--- config.mk ---
export PLATFORM = sky130hd
export DESIGN_NAME = route_table_with_aging
export DESIGN_NICKNAME = d
export VERILOG_FILES = /design/src/rtl/rta_pkg.sv /design/src/rtl/route_table_with_aging.sv
export SDC_FILE = /design/constraint.sdc
export NUM_CORES = 2
export LEC_CHECK = 0
export ABC_CLOCK_PERIOD_IN_PS = 6500
export BUFFER_PORTS_ARGS = -buffer_cell sky130_fd_sc_hd__buf_2
export CAP_MARGIN = 5
export CORE_ASPECT_RATIO = 0.6
export CORE_UTILIZATION = 45
export CTS_BUF_LIST = sky130_fd_sc_hd__clkbuf_16
export DETAILED_ROUTE_END_ITERATION = 8
export SYNTH_ARGS = -nofsm -noshare
export SYNTH_HDL_FRONTEND = slang
export SYNTH_SLANG_ARGS = --single-unit
--- constraint.sdc ---
create_clock -name clk -period 6.5 [get_ports clk]
set_input_delay 0.975 -clock clk [delete_from_list [all_inputs] [get_ports clk]]
set_output_delay 0.975 -clock clk [all_outputs]
set_load 0.1 [all_outputs]
--- src/rtl/rta_pkg.sv ---
// Shared constants and operation codes for the route table with aging.
package rta_pkg;

	// Default table geometry.
	localparam int TABLE_DEPTH_DEF = 64;
	localparam int ADDR_BITS_DEF   = 16;

	// Fixed field widths of the item and result beats and of the lifetime register.
	localparam int OP_W     = 2;
	localparam int FIELD_W  = 16;
	localparam int LIFE_W   = 8;
	localparam int COUNT_W  = 7;

	// Lifetime register value after reset.
	localparam logic [LIFE_W-1:0] LIFETIME_RESET = 8'd10;

	// Operation codes carried in the op field.
	localparam logic [OP_W-1:0] OP_LEARN  = 2'd0;
	localparam logic [OP_W-1:0] OP_LOOKUP = 2'd1;
	localparam logic [OP_W-1:0] OP_TICK   = 2'd2;

endpackage

--- src/rtl/route_table_with_aging.sv ---
// Route table with learning, lookup and lifetime aging, walked one entry per cycle.
//
// Usage: an item beat (op, dest_addr, hop_addr) is taken when in_valid is high and
// in_stall is low. Op learn stores or refreshes a route, op lookup returns the next
// hop, op tick ages every entry and removes the ones whose lifetime runs out. Every
// item yields exactly one result beat (hit, next_hop, dropped, entry_count) on the
// out channel, taken when out_valid is high and out_stall is low.
// Each item walks the whole table through the single read port of the entry memory,
// one entry per cycle; the block takes no new item until it has finished the last one.
// The result beat is loaded in the final step, once the output register is free.
// The lifetime register is written through cfg_we and cfg_wdata; the user must write it
// only while the block is idle, which the block itself does not enforce. Reset empties
// the table (the valid bits clear at once, no sweep is needed) and loads a lifetime of
// 10. While out_stall holds a result, the block still takes the next item and walks
// the table, then waits in its final step until the output register is free.
module route_table_with_aging #(
	parameter int TABLE_DEPTH = rta_pkg::TABLE_DEPTH_DEF,
	parameter int ADDR_BITS   = rta_pkg::ADDR_BITS_DEF
) (
	input  logic                         clk,
	input  logic                         arst_n,
	// Lifetime register write port.
	input  logic                         cfg_we,
	input  logic [rta_pkg::LIFE_W-1:0]   cfg_wdata,
	// Item channel.
	input  logic                         in_valid,
	output logic                         in_stall,
	input  logic [rta_pkg::OP_W-1:0]     op,
	input  logic [rta_pkg::FIELD_W-1:0]  dest_addr,
	input  logic [rta_pkg::FIELD_W-1:0]  hop_addr,
	// Result channel.
	output logic                         out_valid,
	input  logic                         out_stall,
	output logic                         hit,
	output logic [rta_pkg::FIELD_W-1:0]  next_hop,
	output logic                         dropped,
	output logic [rta_pkg::COUNT_W-1:0]  entry_count
);

	// Stored address width: the lesser of ADDR_BITS and the 16-bit field width.
	localparam int KW  = (ADDR_BITS < rta_pkg::FIELD_W) ? ADDR_BITS : rta_pkg::FIELD_W;
	localparam int LW  = rta_pkg::LIFE_W;
	localparam int EW  = 2 * KW + LW;
	localparam int IW  = $clog2(TABLE_DEPTH);
	localparam int CW  = $clog2(TABLE_DEPTH + 1);
	localparam int CWX = (CW > rta_pkg::COUNT_W) ? CW : rta_pkg::COUNT_W;

	// Sequencer states.
	localparam logic [1:0] ST_IDLE   = 2'd0;
	localparam logic [1:0] ST_SCAN   = 2'd1;
	localparam logic [1:0] ST_DRAIN  = 2'd2;
	localparam logic [1:0] ST_FINISH = 2'd3;

	logic [1:0]             state_q;
	logic [LW-1:0]          lifetime_q;
	logic [LW-1:0]          load_life;

	// Latched item.
	logic [rta_pkg::OP_W-1:0] op_q;
	logic [KW-1:0]          key_q;
	logic [KW-1:0]          hop_in_q;

	// Table: valid bits in flip-flops, entry words in a memory.
	logic [TABLE_DEPTH-1:0] valid_q;
	logic [CW-1:0]          count_q;
	logic [EW-1:0]          tbl_mem_q [TABLE_DEPTH];
	logic [EW-1:0]          rd_word_q;

	// Walk pointer and the compare stage behind the memory read.
	logic [IW-1:0]          idx_q;
	logic                   chk_vld_s1;
	logic [IW-1:0]          chk_idx_s1;

	// Scan results.
	logic                   found_q;
	logic [IW-1:0]          found_idx_q;
	logic [KW-1:0]          found_hop_q;
	logic                   free_q;
	logic [IW-1:0]          free_idx_q;

	// Output register.
	logic                   out_valid_q;
	logic                   hit_q;
	logic [rta_pkg::FIELD_W-1:0] next_hop_q;
	logic                   dropped_q;
	logic [rta_pkg::COUNT_W-1:0] count_out_q;

	// Fields of the entry under compare.
	logic [KW-1:0]          ent_dest;
	logic [KW-1:0]          ent_hop;
	logic [LW-1:0]          ent_life;
	logic                   ent_valid;
	logic                   ent_match;
	logic                   tick_expire;
	logic                   tick_age;

	logic                   in_fire;
	logic                   fin_go;
	logic                   learn_new;
	logic                   learn_write;
	logic [CW-1:0]          count_next;
	logic [CWX-1:0]         count_ext;

	logic                   mem_we;
	logic [IW-1:0]          mem_waddr;
	logic [EW-1:0]          mem_wdata;
	logic [IW-1:0]          mem_raddr;

	// A lifetime of zero loads as one, so a fresh entry survives to the next tick.
	assign load_life = (lifetime_q == '0) ? LW'(1) : lifetime_q;

	assign in_stall = (state_q != ST_IDLE);
	assign in_fire  = in_valid && !in_stall;

	// The finish step may only load the output register once it is free.
	assign fin_go = (state_q == ST_FINISH) && (!out_valid_q || !out_stall);

	assign ent_dest  = rd_word_q[EW-1 -: KW];
	assign ent_hop   = rd_word_q[LW +: KW];
	assign ent_life  = rd_word_q[LW-1:0];
	assign ent_valid = valid_q[chk_idx_s1];
	assign ent_match = ent_valid && (ent_dest == key_q);

	assign tick_expire = chk_vld_s1 && (op_q == rta_pkg::OP_TICK) && ent_valid
		&& (ent_life <= LW'(1));
	assign tick_age    = chk_vld_s1 && (op_q == rta_pkg::OP_TICK) && ent_valid
		&& (ent_life > LW'(1));

	// A learn of an unknown destination takes the first free slot, if any.
	assign learn_new   = (op_q == rta_pkg::OP_LEARN) && !found_q && free_q;
	assign learn_write = (op_q == rta_pkg::OP_LEARN) && (found_q || free_q);
	assign count_next  = count_q + CW'(learn_new);
	assign count_ext   = CWX'(count_next);

	assign mem_raddr = idx_q;

	// Single write port: aging write-backs during the walk, learn writes at the finish.
	always_comb begin
		mem_we    = 1'b0;
		mem_waddr = chk_idx_s1;
		mem_wdata = {ent_dest, ent_hop, ent_life - LW'(1)};
		if (tick_age) begin
			mem_we = 1'b1;
		end else if (fin_go && learn_write) begin
			mem_we = 1'b1;
			if (found_q) begin
				mem_waddr = found_idx_q;
				mem_wdata = {key_q, found_hop_q, load_life};
			end else begin
				mem_waddr = free_idx_q;
				mem_wdata = {key_q, hop_in_q, load_life};
			end
		end
	end

	// Entry memory with registered read.
	always_ff @(posedge clk) begin
		if (mem_we) begin
			tbl_mem_q[mem_waddr] <= mem_wdata;
		end
		rd_word_q <= tbl_mem_q[mem_raddr];
	end

	// Lifetime register.
	always_ff @(posedge clk or negedge arst_n) begin
		if (!arst_n) begin
			lifetime_q <= rta_pkg::LIFETIME_RESET;
		end else if (cfg_we) begin
			lifetime_q <= cfg_wdata;
		end
	end

	// Sequencer: walk every entry, drain the compare stage, then finish the item.
	always_ff @(posedge clk or negedge arst_n) begin
		if (!arst_n) begin
			state_q    <= ST_IDLE;
			idx_q      <= '0;
			chk_vld_s1 <= 1'b0;
		end else begin
			case (state_q)
				ST_IDLE: begin
					chk_vld_s1 <= 1'b0;
					idx_q      <= '0;
					if (in_fire) begin
						state_q <= ST_SCAN;
					end
				end
				ST_SCAN: begin
					chk_vld_s1 <= 1'b1;
					if (idx_q == IW'(TABLE_DEPTH - 1)) begin
						state_q <= ST_DRAIN;
					end else begin
						idx_q <= idx_q + IW'(1);
					end
				end
				ST_DRAIN: begin
					chk_vld_s1 <= 1'b0;
					state_q    <= ST_FINISH;
				end
				ST_FINISH: begin
					chk_vld_s1 <= 1'b0;
					if (fin_go) begin
						state_q <= ST_IDLE;
					end
				end
				default: begin
					chk_vld_s1 <= 1'b0;
					state_q    <= ST_IDLE;
				end
			endcase
		end
	end

	// Item latch, compare stage index and scan results.
	always_ff @(posedge clk) begin
		chk_idx_s1 <= idx_q;
		if (in_fire) begin
			op_q     <= op;
			key_q    <= dest_addr[KW-1:0];
			hop_in_q <= hop_addr[KW-1:0];
			found_q  <= 1'b0;
			free_q   <= 1'b0;
		end else if (chk_vld_s1) begin
			if (ent_match && !found_q) begin
				found_q     <= 1'b1;
				found_idx_q <= chk_idx_s1;
				found_hop_q <= ent_hop;
			end
			if (!ent_valid && !free_q) begin
				free_q     <= 1'b1;
				free_idx_q <= chk_idx_s1;
			end
		end
	end

	// Valid bits and entry count.
	always_ff @(posedge clk or negedge arst_n) begin
		if (!arst_n) begin
			valid_q <= '0;
			count_q <= '0;
		end else if (tick_expire) begin
			valid_q[chk_idx_s1] <= 1'b0;
			count_q             <= count_q - CW'(1);
		end else if (fin_go && learn_new) begin
			valid_q[free_idx_q] <= 1'b1;
			count_q             <= count_next;
		end
	end

	// Output register: holds a result beat until the receiver takes it.
	always_ff @(posedge clk or negedge arst_n) begin
		if (!arst_n) begin
			out_valid_q <= 1'b0;
		end else if (fin_go) begin
			out_valid_q <= 1'b1;
		end else if (!out_stall) begin
			out_valid_q <= 1'b0;
		end
	end

	always_ff @(posedge clk) begin
		if (fin_go) begin
			hit_q       <= found_q && ((op_q == rta_pkg::OP_LEARN)
				|| (op_q == rta_pkg::OP_LOOKUP));
			next_hop_q  <= (found_q && (op_q == rta_pkg::OP_LOOKUP))
				? rta_pkg::FIELD_W'(found_hop_q) : '0;
			dropped_q   <= (op_q == rta_pkg::OP_LEARN) && !found_q && !free_q;
			count_out_q <= count_ext[rta_pkg::COUNT_W-1:0];
		end
	end

	assign out_valid   = out_valid_q;
	assign hit         = hit_q;
	assign next_hop    = next_hop_q;
	assign dropped     = dropped_q;
	assign entry_count = count_out_q;

`ifndef NO_ASSERTIONS
	// The running count always agrees with the valid bits.
	a_count_matches_valid: assert property (@(posedge clk) disable iff (!arst_n)
		count_q == CW'($countones(valid_q)))
		else $error("entry count disagrees with valid bits");

	// The count never exceeds the table depth.
	a_count_bounded: assert property (@(posedge clk) disable iff (!arst_n)
		count_q <= CW'(TABLE_DEPTH))
		else $error("entry count exceeds table depth");

	// An accepted item always starts a walk.
	a_accept_starts_scan: assert property (@(posedge clk) disable iff (!arst_n)
		in_fire |=> (state_q == ST_SCAN))
		else $error("accepted item did not start a scan");

	// The compare stage is only active during the walk and its drain.
	a_compare_in_walk: assert property (@(posedge clk) disable iff (!arst_n)
		chk_vld_s1 |-> ((state_q == ST_SCAN) || (state_q == ST_DRAIN)))
		else $error("compare stage active outside the walk");

	// A finish that finds the output register busy waits for it.
	a_finish_waits: assert property (@(posedge clk) disable iff (!arst_n)
		((state_q == ST_FINISH) && out_valid_q && out_stall) |=> (state_q == ST_FINISH))
		else $error("finish step left while output register was busy");
`endif

endmodule
* After elaboration in Yosys (flattened, before gate mapping)
Memories as Yosys holds them, arrays and structs flattened. A register that Yosys moved wholly into a read port is not among the register bits. Index checks and enable logic that the tools add are counted.
Cells by class: multiplexer cells 30, equality and inequality tests 12, add/subtract/negate cells 4, bitwise gates (word level) 4, magnitude comparators 6, reduce and logical (&&, ||, !) cells 41
Operators by type and width (count):
- $mux W64 | 2
- $mux W40 | 2
- $and A64 B64 Y64 | 1
- $not A64 Y64 | 1
- $or A64 B64 Y64 | 1
- $mux W24 | 1
- $mux W6 | 4
- $logic_and A1 B1 Y1 | 19
- $eq A16 B16 Y1 | 1
- $lt A6 B7 Y1 const B | 2
- $mux W7 | 2
- $demux W1 S6 | 2
- $ge A6 B1 Y1 const B | 2
- $pmux W6 S2 | 1
- $mux W1 | 9
- $reduce_and A3 Y1 | 3
- $gt A8 B1 Y1 const B | 1
- $le A8 B1 Y1 const B | 1
- $logic_not A8 Y1 | 1
- $mux W8 | 1
- $ne A2 B2 Y1 const B | 4
- $pmux W2 S4 | 1
- $sub A8 B1 Y8 const B | 1
- $add A7 B1 Y7 | 1
- other kinds (16) | 33
Word-level totals: output and inout port bits 27, register bits 184, memories 1, word-level logic and storage cells 118, memory bits (writable) 2560
Memories:
- tbl_mem_q | words 64, bits a word 40, rd ports 1, clocked after Yosys merged registers in 1, write ports 1, RTL line route_table_with_aging.sv:66 | logic [EW-1:0] tbl_mem_q [TABLE_DEPTH];

* Depth between registers and ports, before layout
word-level depth 8, depth in mapped cells 12, gate-level depth less buffers 9

* Worst setup path before layout
Ideal clock, no wire load.
path kind register -> register, start register out_valid_q (netlist: out_valid), end memory tbl_mem_q[14][0] (netlist name), enable pin, period minus slack after synthesis 5.544 ns, slack 0.956 ns, data required time 6.013 ns, data arrival time 5.057 ns, stages on the path, launching flop included 8, cells stage by stage dfrtp_1 -> nand2_1 -> o2111ai_1 -> clkbuf_1 -> nand2_1 -> o21ai_0 -> nand3_1 -> nor3_1
Between the ends: word-level cells in the longest chain between the ends 8, elaborated cells on any way between the ends 10, classes of those cells 6 x mux; 4 x reduce/logical
RTL lines:
- start, declared | RTL line route_table_with_aging.sv:82 | logic out_valid_q;
- start signal, assigned | RTL line route_table_with_aging.sv:253 | out_valid_q <= 1'b0;
- start signal, assigned | RTL line route_table_with_aging.sv:255 | out_valid_q <= 1'b1;
- start signal, assigned | RTL line route_table_with_aging.sv:257 | out_valid_q <= 1'b0;
- $logic_not A1 Y1 * | RTL line route_table_with_aging.sv:116 | assign fin_go = (state_q == ST_FINISH) && (!out_valid_q || !out_stall);
- $logic_or A1 B1 Y1 * | RTL line route_table_with_aging.sv:116
- $logic_and A1 B1 Y1 * | RTL line route_table_with_aging.sv:116
- $logic_and A1 B1 Y1 * | RTL line route_table_with_aging.sv:144 | end else if (fin_go && learn_write) begin
- $mux W1 | RTL line route_table_with_aging.sv:144
- $mux W1 | RTL line route_table_with_aging.sv:142 | if (tick_age) begin
- $mux W1 | RTL line route_table_with_aging.sv:158 | if (mem_we) begin
- $mux W1 (not written as such) | RTL line route_table_with_aging.sv:159 | tbl_mem_q[mem_waddr] <= mem_wdata;
- end, declared | RTL line route_table_with_aging.sv:66
Every way passes the cells marked *; elsewhere a longest branch is shown, timed or not.

* Worst setup path in the final report
start register op_q[0] (netlist name), end memory tbl_mem_q[38][4] (netlist name), enable pin
Between the ends: word-level cells in the longest chain between the ends 7, elaborated cells on any way between the ends 13, classes of those cells 1 x eq/ne; 6 x mux; 6 x reduce/logical
RTL lines:
- start, declared | RTL line route_table_with_aging.sv:59 | logic [rta_pkg::OP_W-1:0] op_q;
- start signal, assigned | RTL line route_table_with_aging.sv:218 | op_q <= op;
- $logic_not A2 Y1 or $eq A2 B2 Y1 (tied branches) | RTL line route_table_with_aging.sv:131, route_table_with_aging.sv:126
- $logic_and A1 B1 Y1 (on tied branches) | RTL line route_table_with_aging.sv:131, route_table_with_aging.sv:126
- $logic_and A1 B1 Y1 (on tied branches) | RTL line route_table_with_aging.sv:144, route_table_with_aging.sv:126
- $mux W1 or $logic_and A1 B1 Y1 (tied branches) | RTL line route_table_with_aging.sv:144, route_table_with_aging.sv:127
- $mux W1 | RTL line route_table_with_aging.sv:142
- $mux W1 | RTL line route_table_with_aging.sv:158
- $mux W1 (not written as such) | RTL line route_table_with_aging.sv:159
Several ways; a longest one is shown, not always the timed one.

==> flow_summary_export.csv <==
group,metric,value,unit
outcome,status,"finished clean",
place,place.gp.congestion,0.845,
floorplanning,die_h,379,µm
timing,max_freq,215,MHz
power,irDropWorstVdd,0.354,mV
place,io_buffers,73,
setup_path,crit_required,6.99,ns
route,postRouteAntennaNets,0,
timing,tns,0,ns
timing,max-slew-margin-rel,0.151,
cells_and_area,fin_cells,8149,
clock_tree,cts_tree,"yes",
timing,finalCriticalPeriod,4.64,ns
cells_and_area,syn_to_final_growth,12.4,%
synthesis,synth_top_flop_cell,"edfxtp_1",
clock_tree,cts-root-buf,"clkbuf_16",
power,powerDensity,431,nW/µm²
setup_path,cp_slowest_cell,"edfxtp_1",
timing,rsz0062_at_grt,"false",
synthesis,ys_types,51,
synthesis,synthArstFlopShare,0.0320,
place,dp_hpwl,161,mm
clock_tree,cts_buffers,244,
cells_and_area,drive_gt1_frac,0.308,
power,p_clk_frac,0.283,
route,drt_iter0_drc,7047,
route,drt-total-wl,276,mm
synthesis,synthTopCellsByArea,"edfxtp_1, mux4_2, dfrtp_1, dfxtp_1, mux2i_1",
setup_path,crit_path_end_kind,"flip-flop",
synthesis,syn_nets,4614,
clock_tree,clock_sinks,2784,
synthesis,ys_warn_count,0,
power,p_sw_frac,0.309,
route,vias,50307,
floorplanning,die_x,631,µm
power,switching_power,16.0,mW
route,wire_per_inst,33.9,µm
setup_path,crit_path_start_kind,"flip-flop",
setup_path,critical_path_buf_inv_count,2,
global_routing,grt_antenna_before_repair,18,
clock_tree,clk-insertion-delay-late,0.91,ns
cells_and_area,final_area,120000,µm²
power,power.internal,35.7,mW
setup_path,crit_fanout,40,
clock_tree,cts_buffer_depth,4,
clock_tree,cts_setup_buffers,0,
setup_path,crit_family,"simple AND/OR/NAND/NOR gates",
timing,setup_viol,0,
timing,layout_worst_path_cycle_share,0.714,
cells_and_area,nNetsFinal,4850,
global_routing,track_usage,0.231,
floorplanning,num_io_pins,74,
route,viasPerCell,6.17,
place,dp.cells,7695,
synthesis,netlist_area,107000,µm²
cells_and_area,fill_cells,18377,
synthesis,synth-edff-count,2647,
setup_path,worst_path_largest_cell_delay,1.07,ns
route,dr.pass1.iters,6,
global_routing,grt_max_degree,87,
power,power.static_leakage,36.8,nW
floorplanning,rows,138,
floorplanning,initial_utilization,0.453,
synthesis,syn_avg_cell_area,23.4,µm²
global_routing,grt_overflow,0,
floorplanning,fp.dieArea,239000,µm²
place,place_area,112000,µm²
setup_path,worstPathArrival,5.14,ns
synthesis,ys_ff_latch,2784,
power,power_frac_seq,0.454,
clock_tree,htreeDepth,4,
power,total_power,51.7,mW
global_routing,grt_pass1_vias,48977,
timing,skew,0.0491,ns
run,cap_violations,0,
synthesis,synth_top_cell_by_area,"edfxtp_1",
timing,finalHoldViolCount,0,
clock_tree,clkTransAtPathRegs,0.07,ns
setup_path,worstSetupPathType,"flip-flop to flip-flop",
global_routing,grt_first_pass_wirelength,388,mm
timing,final_max_slew_viol_count,0,
timing,worst_pin_slew,1.27,ns
synthesis,synth_top_area_share,0.744,
worst_hold_path,hold_path.class,"input port to flip-flop",
setup_path,crit_chain,"nor2_1 > o2111ai_4 > buf_4 > nor2_1 > a21oi_1 > nand3_1 > nor3_2 > buf_4",
route,drcViolationCount,0,
synthesis,yosysSeqAreaShare,0.774,
floorplanning,core_area,236000,µm²
power,p_comb_frac,0.264,
synthesis,synthCells,4557,
-- placed cells by master, fill, tap and decap left out, drive strengths merged, types with 10 or more instances in the layout --
cell | netlist | routed
nand2 | 55 | 55
inv | 14 | 66
diode | 0 | 10
nor2 | 42 | 42
clkbuf | 111 | 247
nand4 | 10 | 10
xor2 | 11 | 11
nand3 | 15 | 15
buf | 150 | 250
nor2b | 33 | 33
mux2 | 25 | 25
bufinv | 0 | 31
a21oi | 103 | 103
mux4 | 816 | 816
a211oi | 26 | 26
xnor2 | 22 | 22
dfxtp | 48 | 48
clkinvlp | 0 | 14
o21ai | 25 | 25
a31oi | 64 | 64
clkinv | 0 | 98
ha | 10 | 10
and3 | 20 | 20
mux2i | 83 | 83
dfrtp | 87 | 87
edfxtp | 2647 | 2647
nor3 | 77 | 77
-- path summary, 6_finish.rpt --
kind | from | slack (ns) | end | depth (start not counted)
setup / recovery | op_q[0] | 1.86 | tbl_mem_q[38][4] | 8
hold / removal | dest_addr[9] | 0.24 | key_q[9] | 1
setup reg to reg | op_q[0] | 1.86 | tbl_mem_q[38][4] | 8
hold reg to reg | rd_word_q[9] | 0.43 | found_hop_q[1] | 0
max in group asynchronous | arst_n | 4.78 | valid_q[25] | 3
min in group asynchronous | arst_n | 0.55 | idx_q[3] | 2
-- power by group through the flow --
stage	sequential [mW]	clock [mW]	combinational [mW]
2_1_floorplan	24.0	0	7.83
3_3_place_gp	23.8	0	13.5
3_5_place_dp	23.8	0	13.7
4_1_cts	23.5	14.8	13.7
5_1_grt	23.5	15.5	14.4
6_report	23.5	14.6	13.6
-- cell type report --
type                            instances  area [µm²]  share of cell area
Antenna cell                           10        25.0            0.000208
Timing Repair Buffer                  251        1990              0.0165
Multi-Input combinational cell       1498       23500               0.195
Inverter                               14        52.6            0.000438
Clock inverter                        195        1710              0.0142
Clock buffer                          247        6180              0.0515
Tap cell                             3150        3940              0.0328
Sequential cell                      2784       82700               0.689
-- per-stage QoR --
stage                     setup slack [ns]  hold WS [ns]   util
after floorplan                      0.956         0.345      -
after global placement                2.09         0.413  0.475
after detailed placement              1.96         0.417  0.475
after CTS                             1.94         0.171  0.509
after global routing                  1.77         0.200  0.509
final                                 1.86         0.236  0.509
-- Yosys cell counts, types with 15 or more instances --
cell type	count
and3_1	20
dfrtp_1	87
clkbuf_1	111
a31oi_1	64
xnor2_1	22
mux4_2	816
buf_1	41
nor3_1	77
a211oi_1	26
nand3_1	15
nor2_1	42
o21ai_0	24
edfxtp_1	2647
mux2_2	24
buf_2	72
dfxtp_1	48
a21oi_1	103
mux2i_1	83
buf_4	20
nor2b_1	33
nand2_1	55
buf_6	17
-- registers in the layout, indices dropped and copies added (netlist names), 8 cells and up --
name         cells
next_hop        16
key_q           16
rd_word_q       40
tbl_mem_q     2560
valid_q         64
hop_in_q        16
lifetime_q       8
found_hop_q     16
-- worst reg2reg max path: stages, from the launching register on --
cell	delay (ns)
edfxtp_1	1.07
nor2_1	0.20
o2111ai_4	0.17
buf_4	0.37
nor2_1	0.09
a21oi_1	0.44
nand3_1	0.80
nor3_2	0.37
buf_4	0.62
-- what timing repair did --
item,4_1_cts,5_1_grt
hold endpoints to repair,28,0
gates resized for setup,0,0
hold buffers,1,0
-- routing by layer --
layer	vias to the layer above	share of wire	wire, µm	track usage
li1	19986	-	-	-
met1	27502	0.44	123000	0.364
met2	2487	0.43	118000	0.324
met3	332	0.11	29300	0.0591
met4	0	0.023	6370	0.0506
met5	-	0	0	0
-- cell families (layout without fill, tap and decap cells) --
logic type | Yosys count | in the layout | synth area share
other cells | 0 | 10 | 0
simple gates | 287 | 287 | 0.0138
compound gates | 244 | 244 | 0.0136
fa+ha+maj | 10 | 10 | 0.00117
xor+xnor | 33 | 33 | 0.00271
flops | 2784 | 2784 | 0.774
mux | 924 | 924 | 0.182
buf+inv | 275 | 707 | 0.0124
No activity file was read; power rests on OpenSTA's default activity.
